$ cat config.mk
export PLATFORM = sky130hd
export DESIGN_NAME = amm_front
export DESIGN_NICKNAME = d
export VERILOG_FILES = /design/src/hdl/amm_pkg.sv /design/src/hdl/amm_front.sv
export SDC_FILE = /design/constraint.sdc
export NUM_CORES = 1
export LEC_CHECK = 0
export BUFFER_PORTS_ARGS = -buffer_cell sky130_fd_sc_hd__buf_4
export CAP_MARGIN = 40
export CORE_AREA = 4 4 158 160
export DETAILED_ROUTE_END_ITERATION = 10
export DIE_AREA = 0 0 162 164
export GPL_TIMING_DRIVEN = 0
export PLACE_DENSITY = 0.81
export SLEW_MARGIN = 10
export SYNTH_ARGS = -nofsm -noshare
export SYNTH_HDL_FRONTEND = slang
export SYNTH_SLANG_ARGS = --single-unit
$ cat constraint.sdc
create_clock -name i_clk -period 1.6 [get_ports i_clk]
set_clock_uncertainty 0.15 [all_clocks]
set_input_delay 0.24 -clock i_clk [delete_from_list [all_inputs] [get_ports i_clk]]
set_output_delay 0.24 -clock i_clk [all_outputs]
set_load 0.1 [all_outputs]
$ cat src/hdl/amm_pkg.sv
// amm_pkg: shared types, constants and helper functions for the audio matrix mixer.
// Used by every module of the mixer and by its checker; depends on nothing.
`default_nettype none

package amm_pkg;

    // Field and register widths
    localparam int SAMPLE_W   = 16;
    localparam int GAIN_W     = 16;
    localparam int LANE_W     = 16;
    localparam int CH_W       = 3;
    localparam int CFG_W      = 64;
    localparam int REG_IDX_W  = 3;
    localparam int MODE_W     = 3;
    localparam int IN_CH      = 2;
    localparam int OUT_CH     = 8;
    localparam int FIFO_DEPTH = 2;

    // Register reset values
    localparam logic [LANE_W-1:0] MASTER_RESET = 16'd20676;
    localparam logic [CFG_W-1:0]  GAIN_RESET   = 64'h50C4_50C4_50C4_50C4;

    // Configuration register indexes
    typedef enum logic [REG_IDX_W-1:0] {
        REG_MIX_ENABLE       = 3'd0,
        REG_OUTPUT_MODE      = 3'd1,
        REG_MASTER_GAIN      = 3'd2,
        REG_LEFT_GAINS_LOW   = 3'd3,
        REG_LEFT_GAINS_HIGH  = 3'd4,
        REG_RIGHT_GAINS_LOW  = 3'd5,
        REG_RIGHT_GAINS_HIGH = 3'd6
    } t_reg_idx;

    // Speaker layouts
    typedef enum logic [MODE_W-1:0] {
        MODE_2_0_0 = 3'd0,
        MODE_2_2_0 = 3'd1,
        MODE_2_2_1 = 3'd2,
        MODE_3_2_0 = 3'd3,
        MODE_3_2_1 = 3'd4
    } t_out_mode;

    typedef struct packed {
        logic signed [SAMPLE_W-1:0] left_sample;
        logic signed [SAMPLE_W-1:0] right_sample;
    } t_in_item;

    typedef struct packed {
        logic [CH_W-1:0]            channel_index;
        logic signed [SAMPLE_W-1:0] mixed_sample;
        logic                       clipped;
        logic                       last_channel;
    } t_result;

    // Settings seen by the channel engine
    typedef struct packed {
        logic              mix_enable;
        logic [GAIN_W-1:0] master_gain;
        logic [CFG_W-1:0]  left_lo;
        logic [CFG_W-1:0]  left_hi;
        logic [CFG_W-1:0]  right_lo;
        logic [CFG_W-1:0]  right_hi;
    } t_mix_cfg;

    // One queued frame: samples plus its final channel number
    typedef struct packed {
        t_in_item        item;
        logic [CH_W-1:0] last_idx;
    } t_q_entry;

    // Final channel number of a frame for a layout; unknown layouts act as 3/2/1
    function automatic logic [CH_W-1:0] frame_last(input logic [MODE_W-1:0] mode);
        logic [CH_W:0] n;
        unique case (t_out_mode'(mode))
            MODE_2_0_0:             n = 4'd2;
            MODE_2_2_0:             n = 4'd4;
            MODE_2_2_1, MODE_3_2_0: n = 4'd5;
            default:                n = 4'd6;
        endcase
        if (n > (CH_W+1)'(OUT_CH)) n = (CH_W+1)'(OUT_CH);
        return CH_W'(n - 4'd1);
    endfunction

    // Gain lane for one output channel out of a low/high pair of packed words
    function automatic logic [GAIN_W-1:0] gain_lane(input logic [CFG_W-1:0] lo,
                                                    input logic [CFG_W-1:0] hi,
                                                    input logic [CH_W-1:0]  ch);
        logic [CFG_W-1:0] w;
        w = ch[2] ? hi : lo;
        return w[ch[1:0]*LANE_W +: GAIN_W];
    endfunction

endpackage

`default_nettype wire

$ cat src/hdl/amm_front.sv
// amm_front: register file and frame intake of the audio matrix mixer.
// Takes a frame, works out its channel count and hands it to the queue. Uses amm_pkg.
`default_nettype none

module amm_front (
    input  wire logic                              i_clk,
    input  wire logic                              i_rst_n,
    input  wire logic                              i_start,
    input  wire amm_pkg::t_in_item                 i_item,
    input  wire logic                              i_queue_full,
    input  wire logic                              i_cfg_we,
    input  wire logic [amm_pkg::REG_IDX_W-1:0]     i_cfg_index,
    input  wire logic [amm_pkg::CFG_W-1:0]         i_cfg_data,
    output logic                                   o_push,
    output amm_pkg::t_q_entry                      o_entry,
    output amm_pkg::t_mix_cfg                      o_cfg
);
    import amm_pkg::*;

    logic                r_mix_enable;
    logic [MODE_W-1:0]   r_output_mode;
    logic [LANE_W-1:0]   r_master_gain;
    logic [CFG_W-1:0]    r_left_lo;
    logic [CFG_W-1:0]    r_left_hi;
    logic [CFG_W-1:0]    r_right_lo;
    logic [CFG_W-1:0]    r_right_hi;

    // Register writes; index 7 is ignored
    always_ff @(posedge i_clk) begin
        if (!i_rst_n) begin
            r_mix_enable  <= 1'b1;
            r_output_mode <= MODE_2_2_0;
            r_master_gain <= MASTER_RESET;
            r_left_lo     <= GAIN_RESET;
            r_left_hi     <= GAIN_RESET;
            r_right_lo    <= GAIN_RESET;
            r_right_hi    <= GAIN_RESET;
        end else if (i_cfg_we) begin
            unique case (t_reg_idx'(i_cfg_index))
                REG_MIX_ENABLE:       r_mix_enable  <= i_cfg_data[0];
                REG_OUTPUT_MODE:      r_output_mode <= i_cfg_data[MODE_W-1:0];
                REG_MASTER_GAIN:      r_master_gain <= i_cfg_data[LANE_W-1:0];
                REG_LEFT_GAINS_LOW:   r_left_lo     <= i_cfg_data;
                REG_LEFT_GAINS_HIGH:  r_left_hi     <= i_cfg_data;
                REG_RIGHT_GAINS_LOW:  r_right_lo    <= i_cfg_data;
                REG_RIGHT_GAINS_HIGH: r_right_hi    <= i_cfg_data;
                default: ;
            endcase
        end
    end

    // Intake: an item enters whenever the queue has room
    always_comb begin
        o_push           = i_start && !i_queue_full;
        o_entry.item     = i_item;
        o_entry.last_idx = frame_last(r_output_mode);
    end

    // Settings for the channel engine
    always_comb begin
        o_cfg.mix_enable  = r_mix_enable;
        o_cfg.master_gain = r_master_gain[GAIN_W-1:0];
        o_cfg.left_lo     = r_left_lo;
        o_cfg.left_hi     = r_left_hi;
        o_cfg.right_lo    = r_right_lo;
        o_cfg.right_hi    = r_right_hi;
    end

endmodule

`default_nettype wire

==> summary.md <==
| Metric | Value |
|---|---|
| GRT Total Usage | 0.2591 |
| Area after DPL | 13970 um2 |
| Peak VDD IR | 787.7 uV |
| Worst Path Required | 1.21 ns |
| Die H | 164 um |
| H-tree depth | 1 |
| Synth Flop Type | dfxtp_1 |
| Max cap viols | 0 |
| Layout cell share with drive strength beyond 1 | 0.3466 |
| CTS buffer count | 29 |
| Fin crit share | 1.129 |
| Top cells by area, synth | dfxtp_1 (52%), mux2i_1 (26%), nand2_1 (8.2%), nor2b_1 (6.4%), buf_4 (2.7%) |
| Power per cell area | 1045 nW/um2 |
| Slew headroom | 0.5219 |
| Routed Antenna Nets | 0 |
| Failing checks | negative setup slack |
| Syn. warnings | 0 |
| Share of the synthesized area in the top cell type | 0.5157 |
| Hold Crit Class | in -> reg |
| First-pass GRT wire length | 54210 um |
| Largest net degree at the start of global routing | 15 |
| Clock root buffer | clkbuf_16 |
| Core Util, Final | 0.7081 |
| Fmax | 0.5536 GHz |
| Worst Setup End Kind | primary output |
| Synth Register Bits | 276 |
| Fin nets | 1590 |
| P_leak | 0.008147 uW |
| Core Region | 23400 um2 |
| Final Routed Wirelength | 38560 um |
| CTS clock-pin slew for the worst setup and hold paths | 0.06 ns |
| Initial antenna violation count | 0 |
| Post-synthesis sequential area ratio | 0.5157 |
| Number of global-route vias before repair | 9406 |
| Reg2Reg Depth | 2 |
| Multi-input logic area | 4448 um2 |
| Post-synth top cells | dfxtp_1 (276), mux2i_1 (276), nand2_1 (234) |
| Slew at the pin closest to its max-slew limit | 0.7172 ns |
| Tot Pwr | 17310 uW |
| Outcome | finished with violations |
| Post-layout minimum cycle time | 1.806 ns |
| Synthesized area per cell | 10.62 um2 |
| Synthesized instance count | 1009 |
| Clock Tree Buf Depth | 3 |
| Worst Setup Start Kind | flop |
| CTS tree | done |
| Routed length per instance | 21.08 um |
| Area grow syn2layout | 54.68% |
| Number of remaining DRC errors | 0 |
| EDFF count, synth | 0 |
| Yosys top cell by area | dfxtp_1 |
| Crit Path Category | reg -> out |
| Synthesized Nets | 1113 |
| Synth cell types | 19 |
| Port Buffer Count | 379 |
| Worst-skew pair later-pin latency | 0.54 ns |
| DRT iter0 DRCs | 441 |
| Fin. Hold Viols | 0 |
| Async SR Flop Fraction | 0 |
| Final worst-path setup slack | -0.2064 ns |
| Cell area after layout | 16570 um2 |
| Sequential cell area | 5532 um2 |
| FILL cells | 1595 |
| Initial Util | 0.4578 |
| Die ar. | 26570 um2 |
| RSZ-0062 raised after global routing | yes |
| Pins Over Slew Limit | 0 |
| CTS Sinks | 276 |
| Pre-antenna DRT Iters | 5 |
| Setup violations, final | 5 |
| Overflow after GRT | 0 |
| I/O pin cnt | 413 |
| Routed via count | 9305 |
| Final Wtd Congestion | 0.8438 |
| Die Wd | 162 um |
| Dpl hpwl | 25880 um |
| CP Data Arrival Time | 1.42 ns |
| # rows | 56 |
| Worst hold path cell count | 3 |
| Vias/cell | 5.087 |
| Largest fanout on the critical path | 3 |
| Cell Area, Synth | 10710 um2 |
==> cells by family (layout without fill, tap and decap cells) <==
logic type | Yosys count | in the layout | share of synthesized area
mux | 276 | 276 | 0.2579
flops | 276 | 276 | 0.5157
buf+inv | 102 | 602 | 0.07030
simple gates | 355 | 355 | 0.1561
other cells | 0 | 1 | 0
==> area by class of cell <==
| cell class | instances | share of cell area |
|---|---|---|
| inverters | 1 | 0.0002265 |
| clock inverters | 18 | 0.01389 |
| plain buffers | 101 | 0.04522 |
| clock buffers | 36 | 0.04779 |
| well taps | 319 | 0.02408 |
| diodes | 1 | 0.0001510 |
| flip-flops and latches | 276 | 0.3338 |
| repair buffers | 446 | 0.2664 |
| multi-input cells | 631 | 0.2684 |
==> path summary, 6_finish.rpt <==
path                            slack, ns              from       endpoint
worst min-delay path                 0.06     i_cfg_data[1]  r_right_hi[1]
worst max-delay path                -0.21  r_output_mode[2]     o_entry[1]
worst max register to register       0.59     r_left_lo[26]  r_left_lo[26]
worst min register to register       0.31     r_right_hi[1]  r_right_hi[1]
==> where the power goes <==
part | switching, uW | internal (uW)
sequential | 115 | 7030
combinational | 2120 | 863
clock | 2860 | 4320
==> cell usage in the layout, fill, tap and decap left out, types with 4 or more instances in the layout <==
cell,n
buf_12,10
buf_2,21
buf_4,199
buf_6,231
bufinv_16,5
clkbuf_1,20
clkbuf_16,29
clkbuf_8,4
clkinv_2,8
dfxtp_1,271
dfxtp_2,5
dlygate4sd3_1,67
mux2i_1,276
nand2_1,234
nor2b_1,108
==> layer usage <==
layer / routed length (um) / global-route usage
met5: 0 / 0
met4: 1483 / 0.08535
met3: 2806 / 0.06801
met2: 19440 / 0.4644
met1: 14840 / 0.3021
==> state kept, by name, indices dropped and copies added (netlist names) <==
| name | flops |
|---|---|
| r_output_mode | 3 |
| r_right_hi | 64 |
| r_mix_enable | 1 |
| r_left_lo | 64 |
| r_left_hi | 64 |
| r_master_gain | 16 |
| r_right_lo | 64 |
==> per-stage QoR <==
step | cells | setup slack (ns) | TNS, ns | hold WS [ns]
floorplan | 1009 | -0.1752 | -0.1752 | 0.2321
global placement | 1707 | -0.2486 | -14.45 | 0.2940
detailed placement | 1707 | -0.3006 | -19.80 | 0.2962
CTS | 1828 | -0.2343 | -0.4531 | 0.05618
global route | 1828 | -0.2669 | -0.8379 | 0.1071
finish | 1829 | -0.2064 | -0.4600 | 0.06171
==> critical path, cell delays in order (launching register included) <==
cell,delay (ns)
dfxtp_2,0.32
or2_4,0.26
nor2_4,0.11
buf_12,0.18
==> what timing repair did <==
action                     in CTS  in global routing
hold buffers                   67                  0
hold endpoints to repair      270                  0
gates cloned                    0                  0
setup endpoints to repair      63                165
gates resized for setup        79                164
buffers inserted                0                  0
(Power assumes the default switching activity.)
