### config.mk
export PLATFORM = sky130hd
export DESIGN_NAME = amm_queue
export DESIGN_NICKNAME = d
export VERILOG_FILES = /design/src/hdl/amm_pkg.sv /design/src/hdl/amm_queue.sv
export SDC_FILE = /design/constraint.sdc
export NUM_CORES = 1
export LEC_CHECK = 0
export BUFFER_PORTS_ARGS = -buffer_cell sky130_fd_sc_hd__buf_2
export CAP_MARGIN = 15
export CELL_PAD_IN_SITES_DETAIL_PLACEMENT = 1
export CELL_PAD_IN_SITES_GLOBAL_PLACEMENT = 1
export CORE_MARGIN = 3
export CORE_UTILIZATION = 30
export DETAILED_ROUTE_END_ITERATION = 10
export GPL_ROUTABILITY_DRIVEN = 0
export MAX_ROUTING_LAYER = met4
export PLACE_DENSITY_LB_ADDON = 0.1
export REMOVE_ABC_BUFFERS = 1
export SETUP_SLACK_MARGIN = 0.3
export SLEW_MARGIN = 20
export SYNTH_ARGS = -nofsm -noshare
export SYNTH_HDL_FRONTEND = slang
export SYNTH_SLANG_ARGS = --single-unit
### constraint.sdc
create_clock -name i_clk -period 3.09 [get_ports i_clk]
set_input_delay 0.309 -clock i_clk [delete_from_list [all_inputs] [get_ports i_clk]]
set_output_delay 0.309 -clock i_clk [all_outputs]
set_load 0.03 [all_outputs]
### src/hdl/amm_pkg.sv
// amm_pkg: shared types, constants and helper functions for the audio matrix mixer.
// Used by every module of the mixer and by its checker; depends on nothing.
`default_nettype none

package amm_pkg;

    // Field and register widths
    localparam int SAMPLE_W   = 16;
    localparam int GAIN_W     = 16;
    localparam int LANE_W     = 16;
    localparam int CH_W       = 3;
    localparam int CFG_W      = 64;
    localparam int REG_IDX_W  = 3;
    localparam int MODE_W     = 3;
    localparam int IN_CH      = 2;
    localparam int OUT_CH     = 8;
    localparam int FIFO_DEPTH = 2;

    // Register reset values
    localparam logic [LANE_W-1:0] MASTER_RESET = 16'd20676;
    localparam logic [CFG_W-1:0]  GAIN_RESET   = 64'h50C4_50C4_50C4_50C4;

    // Configuration register indexes
    typedef enum logic [REG_IDX_W-1:0] {
        REG_MIX_ENABLE       = 3'd0,
        REG_OUTPUT_MODE      = 3'd1,
        REG_MASTER_GAIN      = 3'd2,
        REG_LEFT_GAINS_LOW   = 3'd3,
        REG_LEFT_GAINS_HIGH  = 3'd4,
        REG_RIGHT_GAINS_LOW  = 3'd5,
        REG_RIGHT_GAINS_HIGH = 3'd6
    } t_reg_idx;

    // Speaker layouts
    typedef enum logic [MODE_W-1:0] {
        MODE_2_0_0 = 3'd0,
        MODE_2_2_0 = 3'd1,
        MODE_2_2_1 = 3'd2,
        MODE_3_2_0 = 3'd3,
        MODE_3_2_1 = 3'd4
    } t_out_mode;

    typedef struct packed {
        logic signed [SAMPLE_W-1:0] left_sample;
        logic signed [SAMPLE_W-1:0] right_sample;
    } t_in_item;

    typedef struct packed {
        logic [CH_W-1:0]            channel_index;
        logic signed [SAMPLE_W-1:0] mixed_sample;
        logic                       clipped;
        logic                       last_channel;
    } t_result;

    // Settings seen by the channel engine
    typedef struct packed {
        logic              mix_enable;
        logic [GAIN_W-1:0] master_gain;
        logic [CFG_W-1:0]  left_lo;
        logic [CFG_W-1:0]  left_hi;
        logic [CFG_W-1:0]  right_lo;
        logic [CFG_W-1:0]  right_hi;
    } t_mix_cfg;

    // One queued frame: samples plus its final channel number
    typedef struct packed {
        t_in_item        item;
        logic [CH_W-1:0] last_idx;
    } t_q_entry;

    // Final channel number of a frame for a layout; unknown layouts act as 3/2/1
    function automatic logic [CH_W-1:0] frame_last(input logic [MODE_W-1:0] mode);
        logic [CH_W:0] n;
        unique case (t_out_mode'(mode))
            MODE_2_0_0:             n = 4'd2;
            MODE_2_2_0:             n = 4'd4;
            MODE_2_2_1, MODE_3_2_0: n = 4'd5;
            default:                n = 4'd6;
        endcase
        if (n > (CH_W+1)'(OUT_CH)) n = (CH_W+1)'(OUT_CH);
        return CH_W'(n - 4'd1);
    endfunction

    // Gain lane for one output channel out of a low/high pair of packed words
    function automatic logic [GAIN_W-1:0] gain_lane(input logic [CFG_W-1:0] lo,
                                                    input logic [CFG_W-1:0] hi,
                                                    input logic [CH_W-1:0]  ch);
        logic [CFG_W-1:0] w;
        w = ch[2] ? hi : lo;
        return w[ch[1:0]*LANE_W +: GAIN_W];
    endfunction

endpackage

`default_nettype wire

### src/hdl/amm_queue.sv
// amm_queue: frame queue between intake and channel engine, with a registered head.
// Small memory plus a head register that the engine reads directly. Uses amm_pkg.
`default_nettype none

module amm_queue #(
    parameter int DEPTH = amm_pkg::FIFO_DEPTH
) (
    input  wire logic              i_clk,
    input  wire logic              i_rst_n,
    input  wire logic              i_push,
    input  wire amm_pkg::t_q_entry i_entry,
    input  wire logic              i_pop,
    output logic                   o_full,
    output logic                   o_head_valid,
    output amm_pkg::t_q_entry      o_head
);
    import amm_pkg::*;

    localparam int AW = (DEPTH > 1) ? $clog2(DEPTH) : 1;
    localparam int CW = $clog2(DEPTH + 1);
    localparam logic [AW-1:0] LAST_PTR = AW'(DEPTH - 1);
    localparam logic [CW-1:0] FULL_CNT = CW'(DEPTH);

    t_q_entry        r_mem [DEPTH];
    t_q_entry        r_head;
    logic            r_head_valid;
    logic [AW-1:0]   r_wr;
    logic [AW-1:0]   r_rd;
    logic [CW-1:0]   r_count;
    logic [CW-1:0]   n_count;
    logic            load;

    // Refill the head when it is empty or being taken
    assign load = (r_count != '0) && (!r_head_valid || i_pop);
    assign n_count = r_count + CW'(i_push) - CW'(load);

    // Storage and head register
    always_ff @(posedge i_clk) begin
        if (i_push) r_mem[r_wr] <= i_entry;
        if (load)   r_head <= r_mem[r_rd];
    end

    // Pointers, fill count, head valid
    always_ff @(posedge i_clk) begin
        if (!i_rst_n) begin
            r_wr         <= '0;
            r_rd         <= '0;
            r_count      <= '0;
            r_head_valid <= 1'b0;
        end else begin
            if (i_push) r_wr <= (r_wr == LAST_PTR) ? '0 : r_wr + AW'(1);
            if (load)   r_rd <= (r_rd == LAST_PTR) ? '0 : r_rd + AW'(1);
            r_count <= n_count;
            if (load)       r_head_valid <= 1'b1;
            else if (i_pop) r_head_valid <= 1'b0;
        end
    end

    assign o_full       = (r_count == FULL_CNT);
    assign o_head_valid = r_head_valid;
    assign o_head       = r_head;

endmodule

`default_nettype wire

==> results of run 1 <==
## layer usage
metal / track usage / share of wire / vias up
met2: 0.161 / 0.50 / 52
met4: 0.0552 / 0.023 / 0
li1: - / - / 834
met5: - / 0 / -
met1: 0.115 / 0.42 / 883
met3: 0.0289 / 0.057 / 12
## layout by cell type, fill, tap and decap left out
master       n
edfxtp_1   105
buf_2       75
mux2_4      29
clkbuf_16    9
mux2_2       6
buf_4        5
clkinv_1     4
dfxtp_1      4
nor2b_1      3
inv_1        2
and2_1       2
xnor2_1      2
ha_1         2
clkbuf_1     2
nor2_1       1
nor2_4       1
nor2b_4      1
and2_2       1
o31a_1       1
o21a_1       1
nand2_1      1
nand2b_2     1
mux2i_1      1
dfxtp_2      1
## sequential cells by signal, summed over array words and instances (netlist names)
register      cells
o_head           35
o_head_valid      1
r_count           2
r_mem            70
r_rd              1
r_wr              1
## critical path, cell delays in order (launching register included)
cell and delay (ns):
dfxtp_2 0.66, buf_4 0.37, mux2_2 0.37
## cell type report
class / count / area share
clock inverters: 4 / 0.00313
flip-flops and latches: 110 / 0.679
inverters: 2 / 0.00157
multi-input cells: 53 / 0.136
clock buffers: 11 / 0.0486
well taps: 172 / 0.0449
repair buffers: 80 / 0.0862
## per-stage QoR
step,util,total power [W],hold WS (ns),setup slack (ns),cells
final,0.375,0.00440,0.153,1.44,432
after floorplan,-,0.00309,0.408,-0.184,165
after global routing,0.375,0.00462,0.142,1.34,432
after CTS,0.375,0.00449,0.137,1.40,432
after global placement,0.356,0.00345,0.498,1.35,417
after detailed placement,0.356,0.00346,0.502,1.33,417
## kinds of logic (layout without fill, tap and decap cells)
| family | after synthesis | after routing | share of synthesized area |
|---|---|---|---|
| DFF | 110 | 110 | 0.820 |
| muxes | 36 | 36 | 0.129 |
| and+or+nand+nor | 11 | 11 | 0.0161 |
| buffers and inverters | 6 | 97 | 0.0199 |
| adders and majority gates | 2 | 2 | 0.00631 |
| AOI/OAI and AO/OA | 2 | 2 | 0.00410 |
| xor gates and xnor gates | 2 | 2 | 0.00442 |
## power groups by stage
stage	Sequential [W]	Combinational [W]	Clock, W
6_report	0.00213	0.00125	0.00102
5_1_grt	0.00217	0.00134	0.00110
4_1_cts	0.00215	0.00129	0.00105
3_3_place_gp	0.00217	0.00128	0
3_5_place_dp	0.00217	0.00129	0
2_1_floorplan	0.00261	0.000484	0
## worst max-delay path by stage
stage            startpoint     endpoint  depth (start not counted)
5_1_grt        o_head_valid   r_count[1]                          8
6_report               r_rd   o_head[24]                          2
4_1_cts                r_rd   o_head[24]                          2
3_3_place_gp         i_push  r_mem[0][1]                          3
2_1_floorplan  o_head_valid   r_count[1]                          8
3_5_place_dp         i_push  r_mem[0][1]                          3
==> summary.md, run 1 <==
| Metric | Value |
|---|---|
| Most frequent cell after synthesis | `edfxtp_1` |
| Static leakage | `~1.8 nW` |
| Sequential power share | `0.484` |
| Crit Path Category | `register to register` |
| Hold Crit Class | `input pin to register` |
| Ports | `76` |
| Worst-Skew Late Latency | `between 0.3 and 0.4 ns` |
| Fmax | `between 0.6 and 0.7 GHz` |
| Largest cells by area after synthesis | `edfxtp_1 79%, mux2_4 11%, dfxtp_1 2.5%` |
| Worst hold endpoint | `r_mem[0][19]` |
| CTS buffer count | `9` |
| Post-synth ARST share | `0` |
| Mapped Area | `roughly 4000 um2` |
| Initial DRC count | `64` |
| Synth cell types | `17` |
| Hold Crit Depth | `1` |
| Sw Ratio | `0.314` |
| Slew Limit Fails | `0` |
| Mean Syn Cell Area | `between 20 and 25 um2` |
| Die H | `approximately 120 um` |
| Residual DRC | `0` |
| Count of input and output buffers | `75` |
| Vias in the first global route | `~2.0k` |
| Die width | `121 um` |
| Synth top cells by count | `105 x edfxtp_1, 29 x mux2_4, 6 x mux2_2` |
| Synth Flop Type | `edfxtp_1` |
| Number of setup violations in the final report | `0` |
| Reg clk slew, reported paths | `about 0.070 ns` |
| Final Hold Vio Count | `0` |
| CTS H-tree depth | `3` |
| Postcts setup bufs | `0` |
| Switch Pwr | `approximately 0.0014 W` |
| Internal power | `~0.003 W` |
| CTS Root Cell | `clkbuf_16` |
| Aggregate global-route resource usage | `0.101` |
| Total Routed Length | `slightly below 7000 um` |
| Post-synthesis register bit count | `110` |
| Full die area | `around 15000 um2` |
| Overflow after GRT | `0` |
| Post-DP HPWL | `approximately 4300 um` |
| Max-slew headroom | `0.377` |
| P&R area growth vs syn | `20.7%` |
| First-pass GRT wire length | `just over 10000 um` |
| Largest net degree at the start of global routing | `37` |
| Period utilization | `0.533` |
| Starting density of the core | `0.311` |
| Area leader, netlist | `edfxtp_1` |
| Yosys warnings | `0` |
| Share of cells above drive strength 1 | `0.496` |
| Register area share after synthesis | `0.820` |
| Core Region | `around 13000 um2` |
| Vias/cell | `a little over 4` |
| Power share of the combinational group | `0.285` |
| Maxcap violations | `0` |
| Crit path DAT | `~1.7 ns` |
| Max Clock Skew | `around 0.0053 ns` |
| Routed vias | `around 1.8k` |
| Share of the synthesized area in the top cell type | `0.795` |
| Post-synth EDFFs | `between 100 and 150` |
| Iteration count of the initial detailed-routing pass | `4` |
| Design Area, Final | `between 4000 and 5000 um2` |
| Synth Instances | `~170` |
| # rows | `~40` |
| Worst slew pin tran | `just over 0.9 ns` |
| Max FO, Critical Path | `16` |
| Worst reg2reg path depth | `2` |
| Seq. cell area | `about 3300 um2` |
| Multi-input combinational cell area | `approximately 650 um2` |
| Area post-placement | `4540 um2` |
| Outcome | `complete, no violations` |
| Antenna fix cells | `0` |
| Peak supply drop | `around 0.33 mV` |
| R2r setup slk | `between 1 and 1.5 ns` |
| Critical Path RT | `approximately 3.2 ns` |
| Gates resized, CTS repair | `0` |
| Pwr/cell area | `slightly above 900 nW/um2` |
| Sum of negative setup slack | `0 ns` |
| Filler Cell Count | `1262` |
| Clock buffer depth | `2` |
| CTS tree | `built` |
| Crit end category | `register` |
| Final nets | `297` |
| Wire per inst | `15.7 um` |
| Critical R2R Capture | `o_head[24]` |
| Initial antenna violation count | `0` |
| Hold-fix buffers, CTS | `0` |
| Post-layout minimum cycle time | `approximately 1.6 ns` |
| FF-to-FF Start | `r_rd` |
| Clk network pwr share | `0.231` |
| HP Start | `i_entry[19]` |
| Crit path launch type | `register` |
| Clock sinks | `110` |
| RSZ-0062 raised after global routing | `false` |
| Post-route ant nets | `0` |
(Power assumes the default switching activity.)
==> inputs of run 2 (changes only) <==
==> constraint.sdc (replaced) <==
create_clock -name i_clk -period 1.6 [get_ports i_clk]
set_input_delay 0.16 -clock i_clk [delete_from_list [all_inputs] [get_ports i_clk]]
set_output_delay 0.16 -clock i_clk [all_outputs]
set_load 0.03 [all_outputs]
==> run 2 against run 1 <==
Effect of this change: utilization is 3.2 points higher; non-clock buffer count is 29 higher; largest cell class unchanged; largest power group unchanged; critical path type unchanged; sequential power is 90% higher; sequential cell count stayed put; cell count is 6.9% higher.
==> summary.md, run 2 (synthesized netlist as in run 1, its figures left out) <==
| Metric | Value |
|---|---|
| Biggest register | `r_mem (unchanged)` |
| Power share of the combinational group | `0.308 (was 0.285)` |
| Pwr/cell area | `1730 nW/um2 (was 919 nW/um2)` |
| Switch Pwr | `0.00277 W (was 0.00138 W)` |
| Starting density of the core | `0.311 (unchanged)` |
| Post-route ant nets | `0 (unchanged)` |
| Peak supply drop | `0.624 mV (was 0.332 mV)` |
| Post-layout minimum cycle time | `1.48 ns (was 1.65 ns)` |
| Routed vias | `1877 (was 1781)` |
| Antenna fix cells | `0 (unchanged)` |
| Outcome | `complete, no violations (unchanged)` |
| Ports | `76 (unchanged)` |
| CTS tree | `built (unchanged)` |
| Final Hold Vio Count | `0 (unchanged)` |
| Finished Layout Cells | `462 (was 432)` |
| Share of cells above drive strength 1 | `0.503 (was 0.496)` |
| Final core occ | `0.407 (was 0.375)` |
| RSZ-0062 raised after global routing | `true (was false)` |
| Dpl ws | `-0.0290 ns (was 1.33 ns)` |
| CP Capture Point | `r_count[1] (was o_head[24])` |
| Worst Setup SP | `o_head_valid (was r_rd)` |
| FF-to-FF Start | `o_head_valid (was r_rd)` |
| Reg clk slew, reported paths | `0.07 ns (about the same)` |
| Max Clock Skew | `0.00545 ns (was 0.00533 ns)` |
| Critical R2R Capture | `r_count[1] (was o_head[24])` |
| Clock buffer depth | `2 (unchanged)` |
| Count of input and output buffers | `75 (unchanged)` |
| Initial antenna violation count | `0 (unchanged)` |
| Worst reg2reg path depth | `8 (was 2)` |
| CTS H-tree depth | `3 (unchanged)` |
| Post-Place Cells | `420 (was 417)` |
| Clk network pwr share | `0.241 (was 0.231)` |
| Residual DRC | `0 (unchanged)` |
| Die H | `121 um (unchanged)` |
| Max-slew headroom | `0.661 (was 0.377)` |
| Die width | `121 um (unchanged)` |
| Vias/cell | `4.06 (was 4.12)` |
| Number of setup violations in the final report | `0 (unchanged)` |
| Worst slew pin tran | `0.509 ns (was 0.934 ns)` |
| Multi-input combinational cell area | `699 um2 (was 652 um2)` |
| Clock sinks | `110 (unchanged)` |
| Filler Cell Count | `1262 (unchanged)` |
| Crit path DAT | `1.72 ns (was 1.74 ns)` |
| Post-DP HPWL | `4360 um (was 4270 um)` |
| Area post-placement | `4590 um2 (was 4540 um2)` |
| Flip-flop count of the largest register after layout | `70 (unchanged)` |
| Initial DRC count | `84 (was 64)` |
| Fmax | `0.675 GHz (was 0.607 GHz)` |
| Seq. cell area | `3260 um2 (was 3250 um2)` |
| Overflow after GRT | `0 (unchanged)` |
| Vias in the first global route | `2061 (was 1960)` |
| R2r setup slk | `0.12 ns (was 1.44 ns)` |
| Full die area | `14600 um2 (unchanged)` |
| Static leakage | `1.95 nW (was 1.78 nW)` |
| First-pass GRT wire length | `10700 um (was 10400 um)` |
| Most frequent cells in the layout | `105 x edfxtp_1, 74 x buf_2, 29 x mux2_4 (was 105 x edfxtp_1, 75 x buf_2, 29 x mux2_4)` |
| Sequential power share | `0.451 (was 0.484)` |
| Largest net degree at the start of global routing | `37 (unchanged)` |
| Setup WS post-layout | `0.118 ns (was 1.44 ns)` |
| Design Area, Final | `5200 um2 (was 4790 um2)` |
| Core Region | `12800 um2 (unchanged)` |
| Internal power | `0.00620 W (was 0.00302 W)` |
| Worst-Skew Late Latency | `0.34 ns (about the same)` |
| CTS Root Cell | `clkbuf_16 (unchanged)` |
| Aggregate global-route resource usage | `0.103 (was 0.101)` |
| Slew Limit Fails | `0 (unchanged)` |
| Critical Path RT | `1.84 ns (was 3.18 ns)` |
| Crit end category | `register (unchanged)` |
| Crit path launch type | `register (unchanged)` |
| Crit Path Category | `register to register (unchanged)` |
| Wire per inst | `15.1 um (was 15.7 um)` |
| Maxcap violations | `0 (unchanged)` |
| Final nets | `326 (was 297)` |
| Total Routed Length | `6980 um (was 6780 um)` |
| Max FO, Critical Path | `2 (was 16)` |
| Iteration count of the initial detailed-routing pass | `4 (unchanged)` |
| Period utilization | `0.926 (was 0.533)` |
| Sw Ratio | `0.309 (was 0.314)` |
| Hold Crit Depth | `1 (unchanged)` |
| Postcts setup bufs | `0 (unchanged)` |
| Most common cell after layout, fill and taps aside | `edfxtp_1 (unchanged)` |
| CTS buffer count | `9 (unchanged)` |
| WHS | `0.0150 ns (was 0.153 ns)` |
| Hold Crit Class | `input pin to register (unchanged)` |
| # rows | `41 (unchanged)` |
| P&R area growth vs syn | `31.1% (was 20.7%)` |
-- run 2: cell count changes in the layout (fill, tap and decap cells not counted), moves of 2 or more --
cell           before  now
ha_1                2    0
dlygate4sd3_1       0   26
clkinv_1            4    0
buf_12              0    2
dfxtp_2             1    3
ha_4                0    2
clkinv_2            0    3
dfxtp_1             4    2
buf_6               0    2
-- run 2: power groups by stage --
stage               Clock, W  Combinational, W  Sequential [W]
floorplan                  0          0.000935         0.00503
detailed placement         0           0.00264         0.00410
global placement           0           0.00262         0.00410
finish               0.00217           0.00276         0.00405
CTS                  0.00227           0.00281         0.00407
global route         0.00236           0.00296         0.00411
-- run 2: per-layer routing --
layer / vias to the layer above / GRT usage / wire (um)
met3: 11 / 0.0238 / 294
met1: 929 / 0.108 / 2720
met5: - / - / 0
met2: 49 / 0.181 / 3820
met4: 0 / 0.0552 / 137
li1: 888 / - / -
-- run 2: area by class of cell --
cell class | instances | share of cell area
clock inverter | 6 | 0.0118
multi-input combinational | 53 | 0.135
sequential | 110 | 0.626
tap | 172 | 0.0414
inverter | 2 | 0.00144
clock buffer | 10 | 0.0440
timing repair buffer | 109 | 0.141
-- run 2: worst min-delay path by stage --
stage | from | to
floorplan | i_entry[0] | r_mem[0][0]
global placement | i_entry[24] | r_mem[0][24]
detailed placement | i_entry[7] | r_mem[0][7]
CTS | i_entry[0] | r_mem[1][0]
global route | i_entry[0] | r_mem[1][0]
finish | i_entry[0] | r_mem[1][0]
-- run 2: what timing repair did --
item / in CTS / in global routing
hold endpoints to repair: 52 / 0
gates resized for setup: 12 / 2
pin swaps: 6 / 0
hold buffers: 26 / 0
endpoints found under the setup margin: 39 / 46
-- run 2: worst max-delay path, stage by stage, from the launching register on --
cell	delay, ns
dfxtp_2	0.32
nor2b_4	0.16
nor2_4	0.05
ha_4	0.25
inv_2	0.04
ha_4	0.15
xnor2_2	0.13
xnor2_1	0.13
and2_1	0.14
-- run 2: through the flow --
step | TNS [ns] | total power (W)
detailed placement | -0.0290 | 0.00674
floorplan | -80.93 | 0.00597
global placement | 0 | 0.00671
finish | 0 | 0.00898
global route | 0 | 0.00943
CTS | 0 | 0.00914
==> inputs of run 3 (changes only) <==
==> constraint.sdc (replaced) <==
create_clock -name i_clk -period 1.8 [get_ports i_clk]
set_input_delay 0.18 -clock i_clk [delete_from_list [all_inputs] [get_ports i_clk]]
set_output_delay 0.18 -clock i_clk [all_outputs]
set_load 0.03 [all_outputs]
==> run 3 against run 2 <==
Effect of this change: clock power fell by 10%; via count fell by 4.0%; combinational power shrank 14%; die area stayed put; wire length is 1.4% lower; hold slack gained 0.0055 ns.
==> summary.md, run 3 (synthesized netlist as in run 1, its figures left out) <==
| Metric | Value |
|---|---|
| Outcome | `complete, no violations (unchanged)` |
| Finished Layout Cells | `435 (was 462)` |
| Vias/cell | `4.14 (was 4.06)` |
| Wire per inst | `15.8 um (was 15.1 um)` |
| First-pass GRT wire length | `10300 um (was 10700 um)` |
| Clock buffer depth | `2 (unchanged)` |
| Routed vias | `1802 (was 1877)` |
| Postcts setup bufs | `0 (unchanged)` |
| Post-DP HPWL | `4230 um (was 4360 um)` |
| Worst reg2reg path depth | `8 (unchanged)` |
| Filler Cell Count | `1252 (was 1262)` |
| Maxcap violations | `0 (unchanged)` |
| Crit Path Category | `register to register (unchanged)` |
| Core Region | `12800 um2 (unchanged)` |
| Critical R2R Capture | `r_count[1] (unchanged)` |
| Worst Setup SP | `o_head_valid (unchanged)` |
| Peak supply drop | `0.652 mV (was 0.624 mV)` |
| Number of setup violations in the final report | `0 (unchanged)` |
| Die H | `121 um (unchanged)` |
| Residual DRC | `0 (unchanged)` |
| Pwr/cell area | `1610 nW/um2 (was 1730 nW/um2)` |
| Initial DRC count | `105 (was 84)` |
| Fmax | `0.675 GHz (about the same)` |
| HP Start | `i_entry[17] (was i_entry[0])` |
| Full die area | `14600 um2 (unchanged)` |
| RSZ-0062 raised after global routing | `true (unchanged)` |
| CTS tree | `built (unchanged)` |
| Critical Path RT | `2.04 ns (was 1.84 ns)` |
| Max-slew headroom | `0.644 (was 0.661)` |
| Post-route ant nets | `0 (unchanged)` |
| Worst hold endpoint | `r_mem[1][17] (was r_mem[1][0])` |
| Worst slew pin tran | `0.535 ns (was 0.509 ns)` |
| Crit end category | `register (unchanged)` |
| Die width | `121 um (unchanged)` |
| CTS buffer count | `9 (unchanged)` |
| Share of cells above drive strength 1 | `0.551 (was 0.503)` |
| Most frequent cells in the layout | `105 x edfxtp_1, 75 x buf_2, 29 x mux2_4 (was 105 x edfxtp_1, 74 x buf_2, 29 x mux2_4)` |
| Max FO, Critical Path | `2 (unchanged)` |
| FF-to-FF Start | `o_head_valid (unchanged)` |
| Flip-flop count of the largest register after layout | `70 (unchanged)` |
| Period utilization | `0.823 (was 0.926)` |
| Reg clk slew, reported paths | `0.07 ns (about the same)` |
| Largest net degree at the start of global routing | `37 (unchanged)` |
| Overflow after GRT | `0 (unchanged)` |
| Crit path DAT | `1.73 ns (was 1.72 ns)` |
| R2r setup slk | `0.32 ns (was 0.12 ns)` |
| CTS H-tree depth | `3 (unchanged)` |
| Area post-placement | `4570 um2 (was 4590 um2)` |
| Static leakage | `1.83 nW (was 1.95 nW)` |
| Post-Place Cells | `418 (was 420)` |
| Final nets | `299 (was 326)` |
| Initial antenna violation count | `0 (unchanged)` |
| Overall Power | `0.00793 W (was 0.00898 W)` |
| # rows | `41 (unchanged)` |
| Iteration count of the initial detailed-routing pass | `4 (unchanged)` |
| P&R area growth vs syn | `24.2% (was 31.1%)` |
| Final Hold Vio Count | `0 (unchanged)` |
| Post-layout minimum cycle time | `1.48 ns (about the same)` |
| Ports | `76 (unchanged)` |
| Count of input and output buffers | `75 (unchanged)` |
| Clock sinks | `110 (unchanged)` |
| Hold Crit Class | `input pin to register (unchanged)` |
| Total Routed Length | `6880 um (was 6980 um)` |
| Design Area, Final | `4930 um2 (was 5200 um2)` |
| Max Clock Skew | `0.00927 ns (was 0.00545 ns)` |
| Starting density of the core | `0.311 (unchanged)` |
| Most common cell after layout, fill and taps aside | `edfxtp_1 (unchanged)` |
| Antenna fix cells | `0 (unchanged)` |
| Crit path launch type | `register (unchanged)` |
| Aggregate global-route resource usage | `0.101 (was 0.103)` |
| Biggest register | `r_mem (unchanged)` |
| Vias in the first global route | `1940 (was 2061)` |
| Worst-Skew Late Latency | `0.35 ns (was 0.34 ns)` |
| Slew Limit Fails | `0 (unchanged)` |
| Hold Crit Depth | `1 (unchanged)` |
| CTS Root Cell | `clkbuf_16 (unchanged)` |
run 3: changes by cell type in the layout (fill, tap and decap cells not counted), sizes merged:
cell         delta
dlygate4sd3    -25
buf             -2
run 3: repair_timing:
item | in CTS | in global routing
endpoints found under the hold margin | 0 | 2
setup endpoints to repair | 1 | 2
gates resized for setup | 9 | 3
hold buffers | 0 | 1
cloned | 0 | 0
pin swaps | 5 | 1
run 3: worst max path at each step:
stage / end / slack (ns) / depth (start not counted)
2_1_floorplan: r_count[1] / -1.47 / 8
3_3_place_gp: r_count[1] / 0.20 / 8
3_5_place_dp: r_count[1] / 0.14 / 8
4_1_cts: r_count[1] / 0.30 / 8
5_1_grt: r_count[1] / 0.27 / 8
6_report: r_count[1] / 0.32 / 8
run 3: cell type report:
type	count	area, um2	share of cell area
Inverter	2	7.51	0.00152
Clock inverter	6	61.3	0.0124
Tap cell	172	215	0.0437
Sequential cell	110	3260	0.661
Clock buffer	10	229	0.0465
Timing Repair Buffer	82	455	0.0925
Multi-Input combinational cell	53	699	0.142
run 3: worst max-delay path, stage by stage, from the launching register on:
cell     delay [ns]
dfxtp_2        0.33
nor2b_4        0.16
nor2_4         0.06
ha_4           0.26
inv_2          0.03
ha_4           0.15
xnor2_2        0.13
xnor2_1        0.12
and2_1         0.14
run 3: metal layers:
layer,up-vias,GRT usage,routed length [um]
met5,-,-,0
met4,0,0.0382,105
met3,10,0.0434,404
met2,52,0.169,3580
met1,907,0.107,2790
li1,833,-,-
run 3: report_power, final:
group	internal (W)	switching, W
Sequential	0.00344	0.000158
Combinational	0.000928	0.00144
Clock	0.00108	0.000875
Total	0.00545	0.00248
run 3: metrics by stage:
step / setup slack [ns] / setup TNS [ns] / util / hold slack, ns
after floorplan: -1.47 / -59.13 / - / 0.279
after global placement: 0.198 / 0 / 0.358 / 0.369
after detailed placement: 0.141 / 0 / 0.358 / 0.373
after CTS: 0.300 / 0 / 0.384 / 0.000902
after global routing: 0.273 / 0 / 0.386 / 0.000775
final: 0.318 / 0 / 0.386 / 0.0205
